[src/rtl/core/mrlc_pkg.sv]
// ----------------------------------------------------------------------------
// mrlc_pkg
// Shared types, codes and keyword helpers for the modem response line
// classifier.
// ----------------------------------------------------------------------------
package mrlc_pkg;

    localparam int LINE_CAPACITY = 64;
    localparam int LEN_W         = $clog2(LINE_CAPACITY);

    localparam int TIMEOUT_W = 16;
    localparam int LFWAIT_W  = 8;
    localparam int CFG_IDX_W = 2;
    localparam int CFG_DAT_W = 16;

    localparam logic [TIMEOUT_W-1:0] TIMEOUT_RST = 16'd6000;
    localparam logic [LFWAIT_W-1:0]  LFWAIT_RST  = 8'd50;

    localparam logic [7:0] CHAR_CR = 8'h0D;
    localparam logic [7:0] CHAR_LF = 8'h0A;

    typedef enum logic [1:0] {
        CMD_TICK  = 2'd0,
        CMD_BYTE  = 2'd1,
        CMD_START = 2'd2,
        CMD_NOP   = 2'd3
    } t_command;

    typedef enum logic [1:0] {
        OUT_OK      = 2'd0,
        OUT_ERROR   = 2'd1,
        OUT_TIMEOUT = 2'd2,
        OUT_NONE    = 2'd3
    } t_outcome;

    typedef enum logic [CFG_IDX_W-1:0] {
        REG_RESPONSE_TIMEOUT = 2'd0,
        REG_LF_WAIT          = 2'd1,
        REG_UNUSED2          = 2'd2,
        REG_UNUSED3          = 2'd3
    } t_cfg_reg;

    // Character at position p of "OK" matches c
    function automatic logic ok_char_hit(input logic [LEN_W-1:0] p, input logic [7:0] c);
        logic hit;
        hit = 1'b0;
        if (p == LEN_W'(0)) begin
            hit = (c == "O");
        end else if (p == LEN_W'(1)) begin
            hit = (c == "K");
        end
        return hit;
    endfunction

    // Character at position p of "ERROR" matches c
    function automatic logic error_char_hit(input logic [LEN_W-1:0] p,
                                            input logic [7:0] c);
        logic hit;
        hit = 1'b0;
        if (p == LEN_W'(0) || p == LEN_W'(3)) begin
            hit = (p == LEN_W'(0)) ? (c == "E") : (c == "O");
        end else if (p == LEN_W'(1) || p == LEN_W'(2) || p == LEN_W'(4)) begin
            hit = (c == "R");
        end
        return hit;
    endfunction

endpackage

[src/rtl/core/modem_response_line_classifier_top.sv]
// ----------------------------------------------------------------------------
// modem_response_line_classifier_top
// Watches received modem bytes for an OK or ERROR line under a tick deadline.
// ----------------------------------------------------------------------------
// Takes one item (tick, byte or start) per clock while not stalled. An accepted
// item lands in an input register and is processed from there by one level of
// line-state logic. A result, if any, is then loaded into the output register,
// so it passes through the input register and then the output register.
// The output register holds a stalled result while the input side keeps
// moving, so items that yield no result still flow.
// The input side stalls only when a result-producing item meets a stalled
// full output register. Configuration writes are always ready.
module modem_response_line_classifier_top (
    input  logic                               i_clk,
    input  logic                               i_rst_n,
    input  logic                               i_in_valid,
    output logic                               o_in_stall,
    input  logic [1:0]                         i_command,
    input  logic [7:0]                         i_rx_byte,
    output logic                               o_out_valid,
    input  logic                               i_out_stall,
    output logic [1:0]                         o_outcome,
    input  logic                               i_cfg_valid,
    output logic                               o_cfg_ready,
    input  logic [mrlc_pkg::CFG_IDX_W-1:0]     i_cfg_index,
    input  logic [mrlc_pkg::CFG_DAT_W-1:0]     i_cfg_data
);

    localparam int LW = mrlc_pkg::LEN_W;

    // configuration
    logic [mrlc_pkg::TIMEOUT_W-1:0] r_timeout;
    logic [mrlc_pkg::LFWAIT_W-1:0]  r_lf_wait;

    // input register
    logic        r_in_valid;
    logic [1:0]  r_cmd;
    logic [7:0]  r_byte;

    // line state
    logic                           r_armed,     n_armed;
    logic [mrlc_pkg::TIMEOUT_W-1:0] r_time_left, n_time_left;
    logic                           r_seen_cr,   n_seen_cr;
    logic [mrlc_pkg::LFWAIT_W-1:0]  r_lf_left,   n_lf_left;
    logic [LW-1:0]                  r_len,       n_len;
    logic                           r_ok_p,      n_ok_p;
    logic                           r_err_p,     n_err_p;

    // output register
    logic        r_out_valid;
    logic [1:0]  r_outcome;

    mrlc_pkg::t_outcome res;
    logic               res_valid;
    logic               move;

    always_comb begin
        logic [LW-1:0] v_len;
        logic          v_ok_p;
        logic          v_err_p;
        logic          v_line_end;

        n_armed     = r_armed;
        n_time_left = r_time_left;
        n_seen_cr   = r_seen_cr;
        n_lf_left   = r_lf_left;
        n_len       = r_len;
        n_ok_p      = r_ok_p;
        n_err_p     = r_err_p;
        res         = mrlc_pkg::OUT_NONE;
        v_line_end  = 1'b0;

        v_len   = r_len;
        v_ok_p  = r_ok_p;
        v_err_p = r_err_p;

        case (mrlc_pkg::t_command'(r_cmd))
            mrlc_pkg::CMD_START: begin
                n_armed     = 1'b1;
                n_time_left = r_timeout;
                n_seen_cr   = 1'b0;
                n_lf_left   = '0;
                n_len       = '0;
                n_ok_p      = 1'b1;
                n_err_p     = 1'b1;
            end
            mrlc_pkg::CMD_TICK: begin
                if (r_armed) begin
                    if (r_time_left <= mrlc_pkg::TIMEOUT_W'(1)) begin
                        n_time_left = '0;
                        res         = mrlc_pkg::OUT_TIMEOUT;
                    end else begin
                        n_time_left = r_time_left - mrlc_pkg::TIMEOUT_W'(1);
                        if (r_seen_cr) begin
                            if (r_lf_left <= mrlc_pkg::LFWAIT_W'(1)) begin
                                v_line_end = 1'b1;
                            end else begin
                                n_lf_left = r_lf_left - mrlc_pkg::LFWAIT_W'(1);
                            end
                        end
                    end
                end
            end
            mrlc_pkg::CMD_BYTE: begin
                if (r_armed) begin
                    // a pending CR closes the line first; a non-LF byte then
                    // starts the next line
                    if (r_seen_cr) begin
                        v_line_end = 1'b1;
                        v_len      = '0;
                        v_ok_p     = 1'b1;
                        v_err_p    = 1'b1;
                    end
                    if (r_seen_cr && r_byte == mrlc_pkg::CHAR_LF) begin
                        // LF consumed by the CR line end
                    end else if (r_byte == mrlc_pkg::CHAR_CR) begin
                        n_seen_cr = 1'b1;
                        n_lf_left = r_lf_wait;
                        n_len     = v_len;
                        n_ok_p    = v_ok_p;
                        n_err_p   = v_err_p;
                    end else if (r_byte == mrlc_pkg::CHAR_LF) begin
                        v_line_end = 1'b1;
                    end else begin
                        n_seen_cr = 1'b0;
                        n_lf_left = '0;
                        n_len     = v_len;
                        n_ok_p    = v_ok_p;
                        n_err_p   = v_err_p;
                        if (v_len < LW'(mrlc_pkg::LINE_CAPACITY - 1)) begin
                            n_ok_p  = v_ok_p && mrlc_pkg::ok_char_hit(v_len, r_byte);
                            n_err_p = v_err_p && mrlc_pkg::error_char_hit(v_len, r_byte);
                            n_len   = v_len + LW'(1);
                        end
                    end
                end
            end
            default: begin
            end
        endcase

        // classify the finished line (uses the line as it stood before this item)
        if (v_line_end) begin
            if (r_len == LW'(2) && r_ok_p) begin
                res = mrlc_pkg::OUT_OK;
            end else if (r_len == LW'(5) && r_err_p) begin
                res = mrlc_pkg::OUT_ERROR;
            end
            if (!(r_seen_cr && r_cmd == mrlc_pkg::CMD_BYTE &&
                  r_byte != mrlc_pkg::CHAR_LF)) begin
                n_seen_cr = 1'b0;
                n_lf_left = '0;
                n_len     = '0;
                n_ok_p    = 1'b1;
                n_err_p   = 1'b1;
            end
        end

        res_valid = (res != mrlc_pkg::OUT_NONE);
        if (res_valid) begin
            n_armed   = 1'b0;
            n_seen_cr = 1'b0;
            n_lf_left = '0;
            n_len     = '0;
            n_ok_p    = 1'b1;
            n_err_p   = 1'b1;
        end
    end

    assign move       = r_in_valid && (!res_valid || !r_out_valid || !i_out_stall);
    assign o_in_stall = r_in_valid && !move;

    always_ff @(posedge i_clk) begin
        if (!i_rst_n) begin
            r_timeout <= mrlc_pkg::TIMEOUT_RST;
            r_lf_wait <= mrlc_pkg::LFWAIT_RST;
        end else if (i_cfg_valid) begin
            case (mrlc_pkg::t_cfg_reg'(i_cfg_index))
                mrlc_pkg::REG_RESPONSE_TIMEOUT: r_timeout <= i_cfg_data;
                mrlc_pkg::REG_LF_WAIT:          r_lf_wait <= i_cfg_data[mrlc_pkg::LFWAIT_W-1:0];
                default: begin
                end
            endcase
        end
    end

    always_ff @(posedge i_clk) begin
        if (!i_rst_n) begin
            r_in_valid <= 1'b0;
        end else if (!o_in_stall) begin
            r_in_valid <= i_in_valid;
        end
    end

    always_ff @(posedge i_clk) begin
        if (!o_in_stall) begin
            r_cmd  <= i_command;
            r_byte <= i_rx_byte;
        end
    end

    always_ff @(posedge i_clk) begin
        if (!i_rst_n) begin
            r_armed     <= 1'b0;
            r_time_left <= '0;
            r_seen_cr   <= 1'b0;
            r_lf_left   <= '0;
            r_len       <= '0;
            r_ok_p      <= 1'b1;
            r_err_p     <= 1'b1;
        end else if (move) begin
            r_armed     <= n_armed;
            r_time_left <= n_time_left;
            r_seen_cr   <= n_seen_cr;
            r_lf_left   <= n_lf_left;
            r_len       <= n_len;
            r_ok_p      <= n_ok_p;
            r_err_p     <= n_err_p;
        end
    end

    always_ff @(posedge i_clk) begin
        if (!i_rst_n) begin
            r_out_valid <= 1'b0;
        end else if (!r_out_valid || !i_out_stall) begin
            r_out_valid <= move && res_valid;
        end
    end

    always_ff @(posedge i_clk) begin
        if (!r_out_valid || !i_out_stall) begin
            r_outcome <= res;
        end
    end

    assign o_out_valid = r_out_valid;
    assign o_outcome   = r_outcome;
    assign o_cfg_ready = 1'b1;

endmodule

[config.mk]
export PLATFORM = sky130hd
export DESIGN_NAME = modem_response_line_classifier_top
export DESIGN_NICKNAME = d
export VERILOG_FILES = /design/src/rtl/core/mrlc_pkg.sv /design/src/rtl/core/modem_response_line_classifier_top.sv
export SDC_FILE = /design/constraint.sdc
export NUM_CORES = 1
export LEC_CHECK = 0
export ABC_CLOCK_PERIOD_IN_PS = 2600
export BUFFER_PORTS_ARGS = -buffer_cell sky130_fd_sc_hd__buf_2
export CELL_PAD_IN_SITES_DETAIL_PLACEMENT = 1
export CELL_PAD_IN_SITES_GLOBAL_PLACEMENT = 2
export CORE_ASPECT_RATIO = 0.6
export CORE_MARGIN = 2
export CORE_UTILIZATION = 32
export CTS_CLUSTER_DIAMETER = 40
export DETAILED_ROUTE_END_ITERATION = 10
export MAX_ROUTING_LAYER = met4
export PLACE_DENSITY = 0.77
export SETUP_SLACK_MARGIN = 0.4
export SLEW_MARGIN = 20
export SYNTH_ARGS = -nofsm -noshare
export SYNTH_HDL_FRONTEND = slang
export SYNTH_SLANG_ARGS = --single-unit
[constraint.sdc]
create_clock -name i_clk -period 2.6 [get_ports i_clk]
set_input_delay 0.26 -clock i_clk [delete_from_list [all_inputs] [get_ports i_clk]]
set_output_delay 0.26 -clock i_clk [all_outputs]
set_load 0.02 [all_outputs]
==> results of run 1 <==
layout by cell type, fill, tap and decap left out, types with 6 or more instances in the layout:
cell type  count
dfxtp_1       53
buf_2         35
buf_12         7
inv_1         19
nand2_1       67
nand3_1       14
buf_6         22
nor2_4         6
o21ai_0       13
nor3_1        13
nor2b_1        7
dfxtp_2        7
a22o_1         9
o21ai_2        6
nor4_1         7
and3_1         6
a21oi_2        6
clkbuf_16     10
ha_1           7
mux2i_1        8
buf_4         96
nor3_4         6
a21oi_1       29
o211ai_1       7
nor2_1        25
edfxtp_1      12
stage by stage:
| stage | total power [W] | setup TNS [ps] | cells | setup slack (ps) | hold WS [ps] |
|---|---|---|---|---|---|
| 6_report | 0.00340 | -4300 | 835 | -192 | 86.8 |
| 3_3_place_gp | 0.00181 | -847 | 779 | -134 | 437 |
| 4_1_cts | 0.00331 | -1320 | 827 | -202 | 80.1 |
| 2_1_floorplan | 0.00156 | 0 | 520 | 89.4 | 359 |
| 3_5_place_dp | 0.00182 | -5870 | 779 | -292 | 438 |
| 5_1_grt | 0.00351 | -6500 | 835 | -247 | 79.0 |
critical path: cells and delay by family, from the launching register on:
family,cells,cell delay [ps]
and+or+nand+nor,5,1590
buffers and inverters,3,460
DFF,1,320
AOI/OAI and AO/OA,2,310
kinds of logic after synthesis:
logic type,after synthesis
DFF,72
adders and majority gates,8
muxes,10
and+or+nand+nor,219
AOI/OAI and AO/OA,147
xor gates and xnor gates,7
buffers and inverters,56
other,1
cell type report:
type | instances | area share [%]
Clock inverter | 5 | 0.925
Sequential cell | 72 | 23.7
Clock buffer | 11 | 3.83
Inverter | 22 | 1.36
Multi-Input combinational cell | 392 | 46.3
Tap cell | 170 | 3.21
Timing Repair Buffer | 163 | 20.6
registers in the layout, indices dropped and copies added, names as in the netlist:
name,flops
r_lf_wait,8
r_byte,8
r_seen_cr,1
r_ok_p,1
r_len,6
r_lf_left,8
r_armed,1
r_cmd,2
o_out_valid,1
r_timeout,16
r_in_valid,1
r_err_p,1
r_time_left,16
o_outcome,2
per-layer routing:
layer	part of all wire [%]	wire (um)
met5	0	0
met3	7.3	1370
met4	2.0	378
met1	48	9020
met2	43	8140
worst min path at each step:
stage                      start   endpoint  slack, ps  cells past startpoint
global route        i_rx_byte[3]  r_byte[3]         80                      1
finish              i_rx_byte[3]  r_byte[3]         90                      1
global placement    i_rx_byte[2]  r_byte[2]        440                      1
detailed placement  i_rx_byte[3]  r_byte[3]        440                      1
CTS                 i_rx_byte[3]  r_byte[3]         80                      1
floorplan           i_rx_byte[0]  r_byte[0]        360                      0
power by group:
group / switching [W] / internal (W)
Combinational: 0.000475 / 0.000376
Clock: 0.000538 / 0.000810
Sequential: 0.0000286 / 0.00117
Total: 0.00104 / 0.00236
repair_timing:
action,4_1_cts,5_1_grt
buffers inserted,29,8
pin swaps,37,20
endpoints found under the hold margin,0,0
resized for setup,97,40
gates cloned,3,0
endpoints found under the setup margin,48,49
==> results.yml, run 1 <==
synthesis:
  synth_top_family_by_area: "simple AND/OR/NAND/NOR gates"
  synth_area_per_cell_um2: 8.15
  synth_simple_gate_area_share_pct: 27.0
  netlist_instances: 520
  ys_ff_latch: 72
  synth_mux_area_share_pct: 2.42
  synth_edf_count: 12
  synthAdderAreaFrac_pct: 2.36
  ys_dominant_reg_cell: "dfxtp_1"
  synthXorXnorAreaFrac_pct: 1.45
  synth_compound_area_share_pct: 24.6
  synth_top_area_share_pct: 28.3
  yosysTopAreaCell: "dfxtp_1"
  ys_seq_area_share_pct: 36.8
  synth_area_um2: 4240
  synthArstFlopShare_pct: 0
  yosys-top-cells-count: "nand2_1 (76), dfxtp_1 (60), a21oi_1 (37)"
  ys_warn_count: 0
  synth_most_common_cell: "nand2_1"
  synth.distinct_cells: 73
  synth_nets: 561
  yosys-top-cells-area: "dfxtp_1 (28%), edfxtp_1 (8.5%), nand2_1 (6.7%), a21oi_1 (4.4%), nor2_1 (2.9%)"
critical_path:
  cp.arrival_ps: 3030
  cp-endpoint: "r_len[1]"
  setup.worst_path.start: "r_time_left[7]"
  startpoint_type: "flop"
  worstPathRequired_ps: 2840
  r2r_end: "r_len[1]"
  crit_path_end_kind: "flop"
  crit_fanout: 4
  cpMaxStageDelayCell: "or4_4"
  crit_top_cell: "or4_4"
  r2r_start: "r_time_left[7]"
  worstSetupPathType: "reg -> reg"
  critical_path.cell_chain: "or4_4 -> buf_6 -> or4_4 -> buf_6 -> nor3_4 -> buf_4 -> or3_4 -> or4_4 -> o2bb2ai_4 -> a22o_1"
  r2r_cells: 10
  r2r_slack_ps: -190
  max_stage_delay_ps: 560
cts:
  cts-hold-fix-buffers: 0
  cts.sinks: 72
  clk_pin_slew_worst_paths_ps: 60
  cts.path.max_buffers: 2
  tritoncts: "done"
  cts_root_buffer: "clkbuf_16"
  cts_buffers: 9
  insertion_delay_ps: 340
  htree_num_levels: 3
global_route:
  grt_pass1_vias: 4866
  met1_usage_pct: 39.3
  grt_use_met2_pct: 38.5
  overflow: 0
  antenna_found_initial: 0
  gr-usage-met3_pct: 5.51
  grt_usage_pct: 27.0
  grt_max_degree: 34
  top_usage_layer: "met1"
  grt_pass1_wl_um: 28900
finish:
  fin_area_um2: 6630
  fin_nets: 701
  n_antenna_cell: 0
  n_fill_cell: 1494
  postLayoutCoreUtil_pct: 51.4
  drive_gt1_share_pct: 42.4
  syn_to_final_growth_pct: 56.3
  multi_input_area_um2: 3070
  seqCellArea_um2: 1570
floorplan:
  die_height_um: 93.2
  die_w_um: 153
  num_io_pins: 38
  core-area_um2: 12900
  die-area_um2: 14200
  start_util_pct: 32.9
  rows: 32
power_and_ir_drop:
  power.density_nw_per_um2: 513
  max-vdd-ir-drop_uv: 339
  p_leak_nw: 2.77
sta:
  tightestPinTransition_ps: 719
  timing.final.ws_setup_ps: -192
  rsz0062_at_grt: "yes"
  fmax_ghz: 0.358
  hold_violations: 0
  drv_slew: 0
  setup_viol: 40
  period_share_pct: 107
  skew_ps: 7.58
  max_slew_margin_pct: 51.9
  post-route-min-period_ps: 2790
placement:
  place_congestion: 0.929
  place.detailed.hpwl_um: 12100
  portBuffers: 36
  placed_cell_area_um2: 5280
route:
  post_drt_wl_per_cell_um: 22.6
  drt-vias-per-instance: 5.84
  drt_pass1_iterations: 5
  routed_wl_um: 18900
  drtIter0Drc: 359
  drtAntennaViolNets: 0
  vias: 4876
  drc: 0
outcome:
  violations: "negative setup slack"
  run_status: "finished with violations"
flow_run:
  cap_violations: 0
worst_hold_path:
  worstHoldPathType: "in -> reg"
Power figures use the tool's default switching activity.
==> inputs of run 2 (changes only) <==
--- a/config.mk
+++ b/config.mk
@@ -5,18 +5,19 @@
 export SDC_FILE = /design/constraint.sdc
 export NUM_CORES = 1
 export LEC_CHECK = 0
+export ABC_AREA = 1
 export ABC_CLOCK_PERIOD_IN_PS = 2600
 export BUFFER_PORTS_ARGS = -buffer_cell sky130_fd_sc_hd__buf_2
 export CELL_PAD_IN_SITES_DETAIL_PLACEMENT = 1
 export CELL_PAD_IN_SITES_GLOBAL_PLACEMENT = 2
 export CORE_ASPECT_RATIO = 0.6
 export CORE_MARGIN = 2
-export CORE_UTILIZATION = 32
+export CORE_UTILIZATION = 30
 export CTS_CLUSTER_DIAMETER = 40
 export DETAILED_ROUTE_END_ITERATION = 10
 export MAX_ROUTING_LAYER = met4
-export PLACE_DENSITY = 0.77
-export SETUP_SLACK_MARGIN = 0.4
+export PLACE_DENSITY = 0.79
+export SETUP_SLACK_MARGIN = 0.2
 export SLEW_MARGIN = 20
 export SYNTH_ARGS = -nofsm -noshare
 export SYNTH_HDL_FRONTEND = slang
==> run 2 against run 1 <==
Effect of this change:
- the flow now finishes without violations
- sequential cell count unchanged
- first-iteration DRC count increased by 14%
- via count rose by 2.3%
- combinational power down 35%
- clock-buffer cell count down 2
- critical path type is now reg -> out
- largest power group unchanged
==> results.yml, run 2 <==
outcome:
  run_status: "complete, no violations"
global_route:
  grt_pass1_vias: 4727
  overflow: 0
  grt_max_degree: 39
  antenna_found_initial: 0
  grt_usage_pct: 22.3
  grt_pass1_wl_um: 27200
floorplan:
  die_height_um: 100
  die-area_um2: 16500
  core-area_um2: 15200
  start_util_pct: 30.5
  die_w_um: 165
  num_io_pins: 38
  rows: 35
critical_path:
  worstSetupPathType: "reg -> out"
  cp.arrival_ps: 2060
  r2r_slack_ps: 290
  cp-endpoint: "o_in_stall"
  crit_path_end_kind: "primary output"
  crit_fanout: 5
  critical_path.cell_chain: "inv_4 -> ha_1 -> or2_2 -> nand4_1 -> nor2_2 -> nand3_2 -> nand2_4 -> o211ai_4 -> nand2_4 -> nand3_4 -> inv_4 -> buf_6"
  max_stage_delay_ps: 360
  startpoint_type: "flop"
  r2r_start: "r_armed"
  r2r_cells: 10
  worstPathRequired_ps: 2340
  path_buf_inv: 3
  cpMaxStageDelayCell: "dfxtp_4"
  worst-path-stages: 12
  crit_family: "simple AND/OR/NAND/NOR gates"
  setup.worst_path.start: "r_lf_left[1]"
  r2r_end: "r_lf_left[5]"
synthesis:
  netlist_instances: 727
  synth_area_um2: 4640
  ys_seq_area_share_pct: 33.6
  synth_edf_count: 12
  synth.distinct_cells: 41
  yosys-top-cells-area: "dfxtp_1 (26%), nand2_1 (14%), inv_1 (8.2%), edfxtp_1 (7.8%), nor2_1 (7.7%)"
  yosys-top-cells-count: "nand2_1 (179), inv_1 (101), nor2_1 (95)"
  ys_dominant_reg_cell: "dfxtp_1"
  yosysTopAreaCell: "dfxtp_1"
  synth_area_per_cell_um2: 6.39
  ys_ff_latch: 72
  synth_most_common_cell: "nand2_1"
  synth_nets: 768
  ys_warn_count: 0
  synth_top_area_share_pct: 25.9
  synthArstFlopShare_pct: 0
sta:
  rsz0062_at_grt: "yes"
  fmax_ghz: 0.430
  hold_violations: 0
  max_slew_margin_pct: 57.1
  post-route-min-period_ps: 2320
  period_share_pct: 89.4
  drv_slew: 0
  skew_ps: 10.5
  setup_viol: 0
  tightestPinTransition_ps: 643
  tns_ps: 0
power_and_ir_drop:
  power.density_nw_per_um2: 551
  max-vdd-ir-drop_uv: 299
  p_leak_nw: 2.60
cts:
  cts_buffers: 9
  htree_num_levels: 3
  cts.sinks: 72
  cts_root_buffer: "clkbuf_16"
  insertion_delay_ps: 340
  clk_pin_slew_worst_paths_ps: 70
  tritoncts: "done"
  cts.path.max_buffers: 2
route:
  vias: 4987
  drc: 0
  post_drt_wl_per_cell_um: 17.6
  drtIter0Drc: 410
  drt_pass1_iterations: 5
  drtAntennaViolNets: 0
  routed_wl_um: 17400
  drt-vias-per-instance: 5.06
finish:
  syn_to_final_growth_pct: 20.6
  n_antenna_cell: 0
  final_cell_mix: "nand2_1 (178), inv_1 (95), nor2_1 (88), dfxtp_1 (58), nand3_1 (52)"
  n_fill_cell: 1969
  drive_gt1_share_pct: 15.8
  final_common_cell: "nand2_1"
  reg.largest.list: "r_time_left (16), r_timeout (16)"
  postLayoutCoreUtil_pct: 36.7
  fin_nets: 819
placement:
  place.detailed.hpwl_um: 13100
  portBuffers: 36
  place_congestion: 0.936
worst_hold_path:
  worstHoldPathType: "in -> reg"
flow_run:
  cap_violations: 0
## run 2: changes by cell type after synthesis, moves of 13 or more
cell / before / now
nand4_1: 4 / 32
o21ai_0: 18 / 39
a21oi_1: 37 / 50
nand3_1: 17 / 53
inv_1: 21 / 101
nand2_1: 76 / 179
nor2_1: 33 / 95
## run 2: worst min path at each step
stage / cells past startpoint / to / slack (ps) / start
floorplan: 0 / r_byte[0] / 360 / i_rx_byte[0]
global placement: 1 / r_byte[2] / 440 / i_rx_byte[2]
detailed placement: 1 / r_byte[2] / 440 / i_rx_byte[2]
CTS: 1 / r_byte[1] / 90 / i_rx_byte[1]
global route: 1 / r_byte[2] / 80 / i_rx_byte[2]
finish: 1 / r_byte[2] / 100 / i_rx_byte[2]
## run 2: metal layers
metal  track usage [%]  wire length [um]  part of all wire, %  vias to the layer above
met5                 -                 0                    0                        -
met4              3.61                97                 0.56                        0
met3              3.80               865                  5.0                        7
met2              28.9              6680                   38                      122
met1              35.6              9730                   56                     2397
li1                  -                 -                    -                     2461
## run 2: through the flow
step | cell area, um^2 | total power (W) | setup WS (ps) | instances | hold WS [ps]
2_1_floorplan | 4640 | 0.00159 | 306 | 727 | 359
3_3_place_gp | 5090 | 0.00174 | 182 | 958 | 436
3_5_place_dp | 5090 | 0.00176 | 32.8 | 958 | 440
4_1_cts | 5440 | 0.00308 | 212 | 976 | 86.8
5_1_grt | 5600 | 0.00323 | 186 | 986 | 84.0
6_report | 5600 | 0.00308 | 275 | 986 | 96.3
## run 2: kinds of logic (layout without fill, tap and decap cells)
group	after synthesis	after routing	synth area share, %
simple gates	383	383	36.0
buf+inv	133	189	11.4
compound gates	116	116	14.2
flops	72	72	33.6
xor+xnor	14	14	2.64
fa+ha+maj	8	8	2.16
other cells	1	1	0.0808
## run 2: area by class of cell
class                      count  area [um^2]  area share [%]
clock inverter                 7         78.8            1.41
sequential                    72         1570            28.0
multi-input combinational    522         2650            47.3
clock buffer                   9          225            4.02
timing repair buffer          67          419            7.48
tap                          203          254            4.54
inverter                     106          405            7.24
## run 2: what timing repair did
| action | 4_1_cts | 5_1_grt |
|---|---|---|
| setup buffers | 2 | 10 |
| resized for setup | 14 | 24 |
| endpoints found under the setup margin | 35 | 20 |
| pin swaps | 3 | 7 |
| hold buffers | 0 | 0 |
## run 2: worst reg2reg max path, stage by stage (launching register included)
cell	delay [ps]
dfxtp_1	680
inv_1	310
a21oi_1	580
nand2_1	130
nand2_1	90
nand3_1	60
nand2_1	80
nand3_1	60
nor2_1	90
nor2_1	50
nor2_1	100
## run 2: report_power, final
group	switching [W]	internal [W]	total, W	leakage [nW]
clock	0.000550	0.000755	0.00130	0.150
sequential	0.0000470	0.00118	0.00123	0.613
combinational	0.000356	0.000195	0.000551	1.83
total	0.000953	0.00213	0.00308	2.60
